===== config.mk =====
export PLATFORM = sky130hd
export DESIGN_NAME = chip8_instruction_execute_unit
export DESIGN_NICKNAME = d
export VERILOG_FILES = /design/src/rtl/c8ie_pkg.sv /design/src/rtl/c8ie_front.sv /design/src/rtl/c8ie_queue.sv /design/src/rtl/c8ie_back.sv /design/src/rtl/chip8_instruction_execute_unit.sv
export SDC_FILE = /design/constraint.sdc
export NUM_CORES = 1
export LEC_CHECK = 0
export BUFFER_PORTS_ARGS = -buffer_cell sky130_fd_sc_hd__buf_2
export CAP_MARGIN = 25
export CORE_UTILIZATION = 25
export DETAILED_ROUTE_END_ITERATION = 8
export HOLD_SLACK_MARGIN = 0.12
export SETUP_SLACK_MARGIN = 0.15
export SKIP_CTS_REPAIR_TIMING = 1
export SYNTH_ARGS = -nofsm -noshare
export SYNTH_HDL_FRONTEND = slang
export SYNTH_SLANG_ARGS = --single-unit

===== constraint.sdc =====
create_clock -name clk -period 5.2 [get_ports clk]
set_clock_uncertainty 0.1 [all_clocks]
set_input_delay 0.78 -clock clk [delete_from_list [all_inputs] [get_ports clk]]
set_output_delay 0.78 -clock clk [all_outputs]
set_load 0.02 [all_outputs]

===== src/rtl/c8ie_pkg.sv =====
// Shared types and constants for the CHIP-8 instruction execute unit.
// No dependencies; used by every module in rtl/.
package c8ie_pkg;

  typedef struct packed {
    logic [15:0] instruction;
    logic [7:0]  random_byte;
  } in_item_t;

  typedef struct packed {
    logic [11:0] next_pc;
    logic [11:0] index_value;
    logic        reg_written;
    logic [3:0]  written_reg;
    logic [7:0]  written_value;
    logic        flag_value;
    logic        clear_screen;
    logic [1:0]  status;
  } out_item_t;

  // Instruction classes produced by the front end
  typedef enum logic [3:0] {
    OP_CLS,
    OP_RET,
    OP_JP,
    OP_CALL,
    OP_SE_K,
    OP_SNE_K,
    OP_SE_V,
    OP_SNE_V,
    OP_LD_K,
    OP_ADD_K,
    OP_ALU,
    OP_LD_I,
    OP_JP_V0,
    OP_RND,
    OP_ILL
  } op_cls_t;

  // 8XYN function codes
  localparam logic [3:0] ALU_LD   = 4'h0;
  localparam logic [3:0] ALU_OR   = 4'h1;
  localparam logic [3:0] ALU_AND  = 4'h2;
  localparam logic [3:0] ALU_XOR  = 4'h3;
  localparam logic [3:0] ALU_ADD  = 4'h4;
  localparam logic [3:0] ALU_SUB  = 4'h5;
  localparam logic [3:0] ALU_SHR  = 4'h6;
  localparam logic [3:0] ALU_SUBN = 4'h7;
  localparam logic [3:0] ALU_SHL  = 4'hE;

  // Result status codes
  localparam logic [1:0] ST_OK    = 2'd0;
  localparam logic [1:0] ST_ILL   = 2'd1;
  localparam logic [1:0] ST_OVER  = 2'd2;
  localparam logic [1:0] ST_UNDER = 2'd3;

  localparam logic [11:0] START_RESET = 12'h200;
  localparam logic [3:0]  VF_IDX      = 4'hF;
  localparam logic [3:0]  V0_IDX      = 4'h0;

  // Decoded instruction handed from front to back
  typedef struct packed {
    op_cls_t     cls;
    logic [3:0]  fn;
    logic [3:0]  x;
    logic [3:0]  y;
    logic [11:0] nnn;
    logic [7:0]  rnd_kk;
  } dec_t;

  typedef struct packed {
    logic       full;
    logic       nonempty;
    logic [1:0] count;
  } q_stat_t;

endpackage


===== src/rtl/c8ie_front.sv =====
// Front end: accepts instruction transactions and classifies them.
// Depends on c8ie_pkg; feeds c8ie_queue.
module c8ie_front (
  input  c8ie_pkg::in_item_t in_data,
  input  logic               in_valid,
  output logic               in_ready,
  input  c8ie_pkg::q_stat_t  q_stat,
  output logic               push,
  output c8ie_pkg::dec_t     dec
);
  import c8ie_pkg::*;

  localparam logic [3:0]  OPC_SYS  = 4'h0;
  localparam logic [3:0]  OPC_JP   = 4'h1;
  localparam logic [3:0]  OPC_CALL = 4'h2;
  localparam logic [3:0]  OPC_SEK  = 4'h3;
  localparam logic [3:0]  OPC_SNEK = 4'h4;
  localparam logic [3:0]  OPC_SEV  = 4'h5;
  localparam logic [3:0]  OPC_LDK  = 4'h6;
  localparam logic [3:0]  OPC_ADDK = 4'h7;
  localparam logic [3:0]  OPC_ALU  = 4'h8;
  localparam logic [3:0]  OPC_SNEV = 4'h9;
  localparam logic [3:0]  OPC_LDI  = 4'hA;
  localparam logic [3:0]  OPC_JPV0 = 4'hB;
  localparam logic [3:0]  OPC_RND  = 4'hC;
  localparam logic [15:0] INS_CLS  = 16'h00E0;
  localparam logic [15:0] INS_RET  = 16'h00EE;
  localparam logic [3:0]  N_ZERO   = 4'h0;

  logic [15:0] ins;
  logic [3:0]  n;

  assign ins      = in_data.instruction;
  assign n        = ins[3:0];
  assign in_ready = !q_stat.full;
  assign push     = in_valid && !q_stat.full;

  always_comb begin
    dec.fn     = n;
    dec.x      = ins[11:8];
    dec.y      = ins[7:4];
    dec.nnn    = ins[11:0];
    dec.rnd_kk = in_data.random_byte & ins[7:0];
    dec.cls    = OP_ILL;
    unique case (ins[15:12])
      OPC_SYS: begin
        if (ins == INS_CLS) dec.cls = OP_CLS;
        else if (ins == INS_RET) dec.cls = OP_RET;
      end
      OPC_JP:   dec.cls = OP_JP;
      OPC_CALL: dec.cls = OP_CALL;
      OPC_SEK:  dec.cls = OP_SE_K;
      OPC_SNEK: dec.cls = OP_SNE_K;
      OPC_SEV:  if (n == N_ZERO) dec.cls = OP_SE_V;
      OPC_LDK:  dec.cls = OP_LD_K;
      OPC_ADDK: dec.cls = OP_ADD_K;
      OPC_ALU: begin
        if (n == ALU_LD || n == ALU_OR || n == ALU_AND || n == ALU_XOR ||
            n == ALU_ADD || n == ALU_SUB || n == ALU_SHR || n == ALU_SUBN ||
            n == ALU_SHL) dec.cls = OP_ALU;
      end
      OPC_SNEV: if (n == N_ZERO) dec.cls = OP_SNE_V;
      OPC_LDI:  dec.cls = OP_LD_I;
      OPC_JPV0: dec.cls = OP_JP_V0;
      OPC_RND:  dec.cls = OP_RND;
      default:  dec.cls = OP_ILL;
    endcase
  end

endmodule


===== src/rtl/c8ie_queue.sv =====
// Two-entry queue of decoded instructions between front and back.
// Depends on c8ie_pkg.
module c8ie_queue (
  input  logic              clk,
  input  logic              rst_n,
  input  logic              push,
  input  c8ie_pkg::dec_t    push_data,
  input  logic              pop,
  output c8ie_pkg::dec_t    head,
  output c8ie_pkg::q_stat_t q_stat
);
  import c8ie_pkg::*;

  localparam logic [1:0] Q_FULL = 2'd2;

  dec_t       slot_r [2];
  logic       wp_r, wp_nxt;
  logic       rp_r, rp_nxt;
  logic [1:0] cnt_r, cnt_nxt;

  always_comb begin
    wp_nxt  = push ? ~wp_r : wp_r;
    rp_nxt  = pop  ? ~rp_r : rp_r;
    cnt_nxt = cnt_r + 2'(push) - 2'(pop);
  end

  always_ff @(posedge clk) begin
    if (!rst_n) begin
      wp_r  <= 1'b0;
      rp_r  <= 1'b0;
      cnt_r <= 2'd0;
    end else begin
      wp_r  <= wp_nxt;
      rp_r  <= rp_nxt;
      cnt_r <= cnt_nxt;
    end
  end

  always_ff @(posedge clk) begin
    if (push) slot_r[wp_r] <= push_data;
  end

  assign head            = slot_r[rp_r];
  assign q_stat.full     = (cnt_r == Q_FULL);
  assign q_stat.nonempty = (cnt_r != 2'd0);
  assign q_stat.count    = cnt_r;

endmodule


===== src/rtl/c8ie_back.sv =====
// Back end: operand read, execute against PC/I/V/stack, result register.
// Depends on c8ie_pkg; pops from c8ie_queue.
module c8ie_back #(
  parameter int STACK_DEPTH = 16
) (
  input  logic                clk,
  input  logic                rst_n,
  input  c8ie_pkg::dec_t      q_head,
  input  c8ie_pkg::q_stat_t   q_stat,
  output logic                q_pop,
  input  logic                cfg_load,
  input  logic [11:0]         cfg_pc,
  output c8ie_pkg::out_item_t out_data,
  output logic                out_valid,
  input  logic                out_ready
);
  import c8ie_pkg::*;

  localparam int SIW = (STACK_DEPTH > 1) ? $clog2(STACK_DEPTH) : 1;
  localparam int LVW = $clog2(STACK_DEPTH + 1);
  localparam logic [LVW-1:0] LVL_FULL = LVW'(STACK_DEPTH);

  // V1..V14 live in vmem; V0 and VF are also kept in flops for BNNN and flags
  logic [7:0]     vmem [16];
  logic [15:0]    vvld_r;
  logic [11:0]    stk  [STACK_DEPTH];

  logic [11:0]    pc_r, pc_nxt;
  logic [11:0]    i_r, i_nxt;
  logic [7:0]     v0_r, v0_nxt;
  logic [7:0]     vf_r, vf_nxt;
  logic [LVW-1:0] lvl_r, lvl_nxt;
  logic [11:0]    tos_r, tos_nxt;
  logic [11:0]    below_r;
  logic [SIW-1:0] rd_addr;

  logic           e_valid_r, e_valid_nxt;
  dec_t           e_r;
  logic [7:0]     xraw_r, yraw_r;
  logic           xvld_r, yvld_r;
  logic           xbyp_r, ybyp_r;
  logic [7:0]     byp_val_r;

  logic           out_valid_r, out_valid_nxt;
  out_item_t      out_r;

  logic           retire;
  logic [7:0]     opx, opy;
  logic [11:0]    pc_p2, pc_p4;
  logic [8:0]     sum9;
  logic [11:0]    npc;
  logic           wr, wflag, flag, clr, push, pop_stk, ld_i;
  logic [7:0]     val;
  logic [1:0]     status;

  assign retire = e_valid_r && (!out_valid_r || out_ready);
  assign q_pop  = q_stat.nonempty && (!e_valid_r || retire);

  // operand select: flops for V0/VF, else memory with same-edge bypass
  always_comb begin
    if (e_r.x == VF_IDX)      opx = vf_r;
    else if (e_r.x == V0_IDX) opx = v0_r;
    else if (xbyp_r)          opx = byp_val_r;
    else if (xvld_r)          opx = xraw_r;
    else                      opx = 8'd0;
    if (e_r.y == VF_IDX)      opy = vf_r;
    else if (e_r.y == V0_IDX) opy = v0_r;
    else if (ybyp_r)          opy = byp_val_r;
    else if (yvld_r)          opy = yraw_r;
    else                      opy = 8'd0;
  end

  always_comb begin
    pc_p2   = pc_r + 12'd2;
    pc_p4   = pc_r + 12'd4;
    sum9    = {1'b0, opx} + {1'b0, opy};
    npc     = pc_p2;
    wr      = 1'b0;
    wflag   = 1'b0;
    flag    = 1'b0;
    clr     = 1'b0;
    push    = 1'b0;
    pop_stk = 1'b0;
    ld_i    = 1'b0;
    val     = 8'd0;
    status  = ST_OK;
    unique case (e_r.cls)
      OP_CLS: clr = 1'b1;
      OP_RET: begin
        if (lvl_r == '0) begin
          status = ST_UNDER;
          npc    = pc_r;
        end else begin
          pop_stk = 1'b1;
          npc     = tos_r;
        end
      end
      OP_JP: npc = e_r.nnn;
      OP_CALL: begin
        if (lvl_r == LVL_FULL) begin
          status = ST_OVER;
          npc    = pc_r;
        end else begin
          push = 1'b1;
          npc  = e_r.nnn;
        end
      end
      OP_SE_K:  if (opx == e_r.nnn[7:0]) npc = pc_p4;
      OP_SNE_K: if (opx != e_r.nnn[7:0]) npc = pc_p4;
      OP_SE_V:  if (opx == opy) npc = pc_p4;
      OP_SNE_V: if (opx != opy) npc = pc_p4;
      OP_LD_K: begin
        wr  = 1'b1;
        val = e_r.nnn[7:0];
      end
      OP_ADD_K: begin
        wr  = 1'b1;
        val = opx + e_r.nnn[7:0];
      end
      OP_ALU: begin
        wr = 1'b1;
        unique case (e_r.fn)
          ALU_LD:  val = opy;
          ALU_OR:  val = opx | opy;
          ALU_AND: val = opx & opy;
          ALU_XOR: val = opx ^ opy;
          ALU_ADD: begin
            val   = sum9[7:0];
            flag  = sum9[8];
            wflag = 1'b1;
          end
          ALU_SUB: begin
            val   = opx - opy;
            flag  = (opx >= opy);
            wflag = 1'b1;
          end
          ALU_SHR: begin
            val   = {1'b0, opy[7:1]};
            flag  = opy[0];
            wflag = 1'b1;
          end
          ALU_SUBN: begin
            val   = opy - opx;
            flag  = (opy >= opx);
            wflag = 1'b1;
          end
          ALU_SHL: begin
            val   = {opy[6:0], 1'b0};
            flag  = opy[7];
            wflag = 1'b1;
          end
          default: begin
            wr     = 1'b0;
            status = ST_ILL;
            npc    = pc_r;
          end
        endcase
      end
      OP_LD_I:  ld_i = 1'b1;
      OP_JP_V0: npc = e_r.nnn + {4'd0, v0_r};
      OP_RND: begin
        wr  = 1'b1;
        val = e_r.rnd_kk;
      end
      default: begin
        status = ST_ILL;
        npc    = pc_r;
      end
    endcase
  end

  always_comb begin
    pc_nxt  = pc_r;
    i_nxt   = i_r;
    v0_nxt  = v0_r;
    vf_nxt  = vf_r;
    lvl_nxt = lvl_r;
    tos_nxt = tos_r;
    if (retire) begin
      pc_nxt = npc;
      if (ld_i) i_nxt = e_r.nnn;
      if (wr && e_r.x == V0_IDX) v0_nxt = val;
      // VF written last: flag wins over a plain write to VF
      if (wflag) vf_nxt = {7'd0, flag};
      else if (wr && e_r.x == VF_IDX) vf_nxt = val;
      if (push) begin
        lvl_nxt = lvl_r + LVW'(1);
        tos_nxt = pc_p2;
      end else if (pop_stk) begin
        lvl_nxt = lvl_r - LVW'(1);
        tos_nxt = below_r;
      end
    end
    if (cfg_load) pc_nxt = cfg_pc;
    rd_addr = SIW'(lvl_nxt - LVW'(2));
  end

  always_comb begin
    e_valid_nxt = e_valid_r;
    if (q_pop) e_valid_nxt = 1'b1;
    else if (retire) e_valid_nxt = 1'b0;
    out_valid_nxt = out_valid_r;
    if (retire) out_valid_nxt = 1'b1;
    else if (out_ready) out_valid_nxt = 1'b0;
  end

  always_ff @(posedge clk) begin
    if (!rst_n) begin
      pc_r        <= START_RESET;
      i_r         <= 12'd0;
      v0_r        <= 8'd0;
      vf_r        <= 8'd0;
      lvl_r       <= '0;
      vvld_r      <= 16'd0;
      e_valid_r   <= 1'b0;
      out_valid_r <= 1'b0;
    end else begin
      pc_r        <= pc_nxt;
      i_r         <= i_nxt;
      v0_r        <= v0_nxt;
      vf_r        <= vf_nxt;
      lvl_r       <= lvl_nxt;
      e_valid_r   <= e_valid_nxt;
      out_valid_r <= out_valid_nxt;
      if (retire && wr) vvld_r[e_r.x] <= 1'b1;
    end
  end

  // register file memory: one write, two registered reads at pop
  always_ff @(posedge clk) begin
    if (retire && wr) vmem[e_r.x] <= val;
    if (q_pop) begin
      xraw_r    <= vmem[q_head.x];
      yraw_r    <= vmem[q_head.y];
      xvld_r    <= vvld_r[q_head.x];
      yvld_r    <= vvld_r[q_head.y];
      xbyp_r    <= retire && wr && (e_r.x == q_head.x);
      ybyp_r    <= retire && wr && (e_r.x == q_head.y);
      byp_val_r <= val;
      e_r       <= q_head;
    end
  end

  // return stack memory; below_r tracks the entry under the top
  always_ff @(posedge clk) begin
    if (retire && push) stk[lvl_r[SIW-1:0]] <= pc_p2;
    below_r <= stk[rd_addr];
    tos_r   <= tos_nxt;
  end

  always_ff @(posedge clk) begin
    if (retire) begin
      out_r.next_pc       <= npc;
      out_r.index_value   <= ld_i ? e_r.nnn : i_r;
      out_r.reg_written   <= wr;
      out_r.written_reg   <= wr ? e_r.x : 4'd0;
      out_r.written_value <= val;
      out_r.flag_value    <= flag;
      out_r.clear_screen  <= clr;
      out_r.status        <= status;
    end
  end

  assign out_data  = out_r;
  assign out_valid = out_valid_r;

endmodule


===== src/rtl/chip8_instruction_execute_unit.sv =====
// Top level of the CHIP-8 instruction execute unit: front, queue, back, APB regs.
// Depends on c8ie_pkg, c8ie_front, c8ie_queue, c8ie_back.
//
//  channel | ports                      | transfer
//  --------+----------------------------+-------------------------------
//  input   | in_valid/in_ready/in_data  | one instruction + random byte
//  result  | out_valid/out_ready/out_d. | one result per instruction
//  config  | cfg_p* (APB, 32-bit data)  | start_address at 0x0
//
// One instruction per cycle sustained while neither side stalls; the queue is written at the
// accepting edge, the operands are registered at queue pop, and out_valid rises when the result reg is loaded.
// The register file read at queue pop and the execute stage set the pace.
// Synchronous active-low reset; PC resets to 0x200, no clearing pass needed.
// Either side may stall; the 2-entry queue and result register absorb it.
module chip8_instruction_execute_unit #(
  parameter int STACK_DEPTH = 16
) (
  input  logic                clk,
  input  logic                rst_n,
  input  logic                in_valid,
  output logic                in_ready,
  input  c8ie_pkg::in_item_t  in_data,
  output logic                out_valid,
  input  logic                out_ready,
  output c8ie_pkg::out_item_t out_data,
  input  logic                cfg_psel,
  input  logic                cfg_penable,
  input  logic                cfg_pwrite,
  input  logic [2:0]          cfg_paddr,
  input  logic [31:0]         cfg_pwdata,
  output logic [31:0]         cfg_prdata,
  output logic                cfg_pready
);
  import c8ie_pkg::*;

  localparam logic REG_START = 1'b0;

  dec_t        dec, q_head;
  q_stat_t     q_stat;
  logic        push, q_pop;
  logic        cfg_wr;
  logic [11:0] start_r, start_nxt;

  assign cfg_pready = 1'b1;
  assign cfg_wr     = cfg_psel && cfg_penable && cfg_pwrite && cfg_pready &&
                      (cfg_paddr[2] == REG_START);
  assign start_nxt  = cfg_wr ? cfg_pwdata[11:0] : start_r;
  assign cfg_prdata = (cfg_paddr[2] == REG_START) ? {20'd0, start_r} : 32'd0;

  always_ff @(posedge clk) begin
    if (!rst_n) begin
      start_r <= START_RESET;
    end else begin
      start_r <= start_nxt;
    end
  end

  c8ie_front u_front (
    .in_data  (in_data),
    .in_valid (in_valid),
    .in_ready (in_ready),
    .q_stat   (q_stat),
    .push     (push),
    .dec      (dec)
  );

  c8ie_queue u_queue (
    .clk       (clk),
    .rst_n     (rst_n),
    .push      (push),
    .push_data (dec),
    .pop       (q_pop),
    .head      (q_head),
    .q_stat    (q_stat)
  );

  c8ie_back #(
    .STACK_DEPTH (STACK_DEPTH)
  ) u_back (
    .clk       (clk),
    .rst_n     (rst_n),
    .q_head    (q_head),
    .q_stat    (q_stat),
    .q_pop     (q_pop),
    .cfg_load  (cfg_wr),
    .cfg_pc    (cfg_pwdata[11:0]),
    .out_data  (out_data),
    .out_valid (out_valid),
    .out_ready (out_ready)
  );

`ifndef SYNTHESIS
  a_ready_full: assert property (@(posedge clk) disable iff (!rst_n)
    !in_ready |-> q_stat.count == 2'd2)
    else $error("input stalled while queue not full");

  a_err_no_side_effect: assert property (@(posedge clk) disable iff (!rst_n)
    out_valid && out_data.status != ST_OK |->
      !out_data.reg_written && !out_data.clear_screen && !out_data.flag_value)
    else $error("faulted transaction reports side effects");

  a_no_write_fields: assert property (@(posedge clk) disable iff (!rst_n)
    out_valid && !out_data.reg_written |->
      out_data.written_reg == 4'd0 && out_data.written_value == 8'd0)
    else $error("write fields set without register write");
`endif

endmodule


==> impl_metrics.env <==
export IMPL_status="finished clean"
export IMPL_yosysUniqueCellTypes=84
export IMPL_worst_path_max_delay_cell="or4_1"
export IMPL_drt_total_wl_microns=80300
export IMPL_setup_total_neg_slack_ps=0
export IMPL_cp_cell_sequence="or4_1 > nor2_1 > o31a_1 > inv_1 > ha_1 > or4_1 > nor2_2 > xnor2_1 > nor3_2 > a211oi_1 > o2111ai_1 > a2111oi_0 > a2111oi_1"
export IMPL_layout_cell_area_non_filler_sq_mm=0.0325
export IMPL_grt_most_used_layer="met2"
export IMPL_layout_min_cycle_time_ps=4780
export IMPL_effective_utilization_at_floorplan_pct=25.4
export IMPL_reg2reg_depth=13
export IMPL_clock_root_buffer_master="clkbuf_16"
export IMPL_clockBufferDepth=3
export IMPL_critical_path_max_stage_delay_ps=680
export IMPL_post_place_ws_ps=484
export IMPL_vias_per_cell=4.91
export IMPL_dr_first_iter_drc_count=2213
export IMPL_route_vias_total=20100
export IMPL_dp_hpwl_microns=55400
export IMPL_synth_most_common_cell="edfxtp_1"
export IMPL_clock_fmax_mhz=209
export IMPL_worst_ep_required_time_ps=5570
export IMPL_netlist_instances=2462
export IMPL_floorplan_io_pins=142
export IMPL_floorplan_core_area_sq_mm=0.110
export IMPL_worst_path_max_fanout=11
export IMPL_portBuffers=98
export IMPL_critPathCaptureType="flip-flop"
export IMPL_die_width_microns=336
export IMPL_flow_area_growth_from_synthesis_pct=16.7
export IMPL_yosys_top_cells_count="473 x edfxtp_1, 416 x nand2_1, 185 x nor2_1"
export IMPL_detail_route_drc_violations=0
export IMPL_antenna_diode_count=0
export IMPL_synth_seq_area_share_pct=57.7
export IMPL_yosysWarningCount=0
export IMPL_rows=121
export IMPL_powerDensity_mw_per_mm2=548
export IMPL_critPathTopFamily="simple AND/OR/NAND/NOR gates"
export IMPL_cts_tree="yes"
export IMPL_total_of_max_cap_violations=0
export IMPL_cts_sinks=565
export IMPL_path_clk_slew_ps=60
export IMPL_finalMaxSlewViolations=0
export IMPL_crit_path_cell_count=13
export IMPL_power_static_leakage_nw=12.1
export IMPL_yosys_register_bits=565
export IMPL_slew_limit_headroom_pct=27.1
export IMPL_grt_overflow_total=0
export IMPL_synthesis_area_per_instance_sq_um=11.3
export IMPL_synthArstFlopShare_pct=0
export IMPL_grt_first_pass_wirelength_microns=120000
export IMPL_postPlaceCellArea_sq_mm=0.0304
export IMPL_max_slew_worst_pin_slew_ps=1080
export IMPL_routed_wirelength_normalized_by_instance_count_microns=19.6
export IMPL_cp_bufs_invs=1
export IMPL_chipHeight_microns=336
export IMPL_layout_worst_path_cycle_share_pct=91.9
export IMPL_synth_flop_cell="edfxtp_1"
export IMPL_pin_count_of_the_biggest_net_entering_global_routing=73
export IMPL_most_prevalent_standard_cell_on_the_critical_path="or4_1"
export IMPL_holdCritPathClass="in -> reg"
export IMPL_vdd_ir_drop_max_mv=0.290
export IMPL_finalSetupViolations=0
export IMPL_antenna_found_initial=3
export IMPL_least_setup_slack_across_all_paths_after_layout_ps=423
export IMPL_antenna_left=0
export IMPL_gp_congestion=0.910
export IMPL_worstHoldPathCells=1
export IMPL_setup_worst_path_start_class="flip-flop"
export IMPL_post_synth_top_area_fraction_pct=51.1
export IMPL_tritoncts_num_buffers=59
export IMPL_worstSetupPathType="reg -> reg"
export IMPL_synth_edff_count=473
export IMPL_hold_violations=0
export IMPL_groute_layer_met2_usage_pct=20.7
export IMPL_number_of_global_route_vias_before_repair=18800
export IMPL_mappedNetlistArea_sq_mm=0.0278
export IMPL_layout_drive_gt1_share_pct=15.0
export IMPL_dr_pass1_iters=5
export IMPL_post_synth_main_area_contributors="edfxtp_1 51%, dfxtp_1 6.6%, nand2_1 5.6%, mux2i_1 4.4%, ha_1 2.7%"
export IMPL_globalRouteMet3Util_pct=2.33
export IMPL_ctsHtreeMaxLevel=2
export IMPL_grt_setup_unrepaired="false"
export IMPL_cp_data_arrival_time_ps=5150
export IMPL_met1_usage_pct=20.6
export IMPL_synth_top_area_cell="edfxtp_1"
export IMPL_worstSkewPairLatency_ps=630
export IMPL_finalNetCount=2702
export IMPL_floorplan_die_area_sq_mm=0.113
export IMPL_track_usage_pct=13.9
routing by layer:
layer	part of all wire, %	routed length, microns
met1	47	37400
met2	43	34800
met3	8.2	6580
met4	1.9	1550
met5	0	0
sequential cells by signal, summed over array words and instances, names as in the netlist, 2 cells and up, named ones only:
signal and count:
u_back.out_data 41, u_back.below_r 12, u_back.v0_r 8, u_back.byp_val_r 8, start_r 12, u_queue.cnt_r 2
u_back.lvl_r 5, u_back.vvld_r 16, u_back.e_r 24, u_back.xraw_r 8, u_back.vmem 128, u_back.yraw_r 8
u_back.tos_r 12, u_back.pc_r 12, u_queue.slot_r 48, u_back.vf_r 8, u_back.i_r 12, u_back.stk 192
through the flow:
step	std cells	hold slack, ps	total power [mW]	util [%]
2_1_floorplan	2481	318	10.9	-
3_3_place_gp	3983	327	13.3	27.7
3_5_place_dp	3986	337	13.3	27.7
4_1_cts	4097	222	17.8	29.6
5_1_grt	4098	240	18.7	29.6
6_report	4098	259	17.8	29.6
worst paths after layout:
check,endpoint,slack (ps),start
max reg2reg,u_back.pc_r[3],420,u_back.e_r[15]
min,u_queue.slot_r[1][24],260,in_data[16]
max,u_back.pc_r[3],420,u_back.e_r[15]
min reg2reg,start_r[6],350,start_r[6]
area by class of cell:
| type | instances | area (sq um) |
|---|---|---|
| clock buffer | 79 | 1570 |
| timing repair buffer | 209 | 1370 |
| multi-input combinational | 1674 | 10900 |
| tap | 1476 | 1850 |
| clock inverter | 32 | 480 |
| inverter | 63 | 236 |
| fill | 11200 | 77200 |
| sequential | 565 | 16000 |
power by group:
part           total, mW  leakage, nW  internal, mW  switching [mW]
logic               7.02         5.96          2.45            4.57
clock network       4.42        0.984          2.64            1.79
registers           6.35         5.13          5.90           0.451
total               17.8         12.1          11.0            6.81
logic make-up (layout without fill, tap and decap cells):
family	Yosys count	count (layout)	synth area share [%]
AND/OR/NAND/NOR	890	890	14.5
flip-flops	565	565	57.7
AO/OA/AOI/OAI	471	471	11.6
buffers and inverters	242	383	3.82
multiplexers	181	181	7.75
adder cells (fa/ha/maj)	64	64	3.01
XOR/XNOR	47	47	1.55
other	2	21	0.0270
placed cells by master (no fill, tap or decap), types with 26 or more instances in the layout:
master       n
a211oi_1    31
a21oi_1    102
a311oi_1    38
a31oi_1     47
and3_1      64
buf_2       98
buf_4      105
clkbuf_16   59
dfxtp_1     92
edfxtp_1   473
ha_1        59
inv_1       57
mux2_2      35
mux2i_1    116
nand2_1    416
nand3_1     62
nor2_1     184
nor2b_1     28
nor3_1      30
o21ai_0     67
xnor2_1     26
Note: power is estimated with default switching activity, not from simulation.
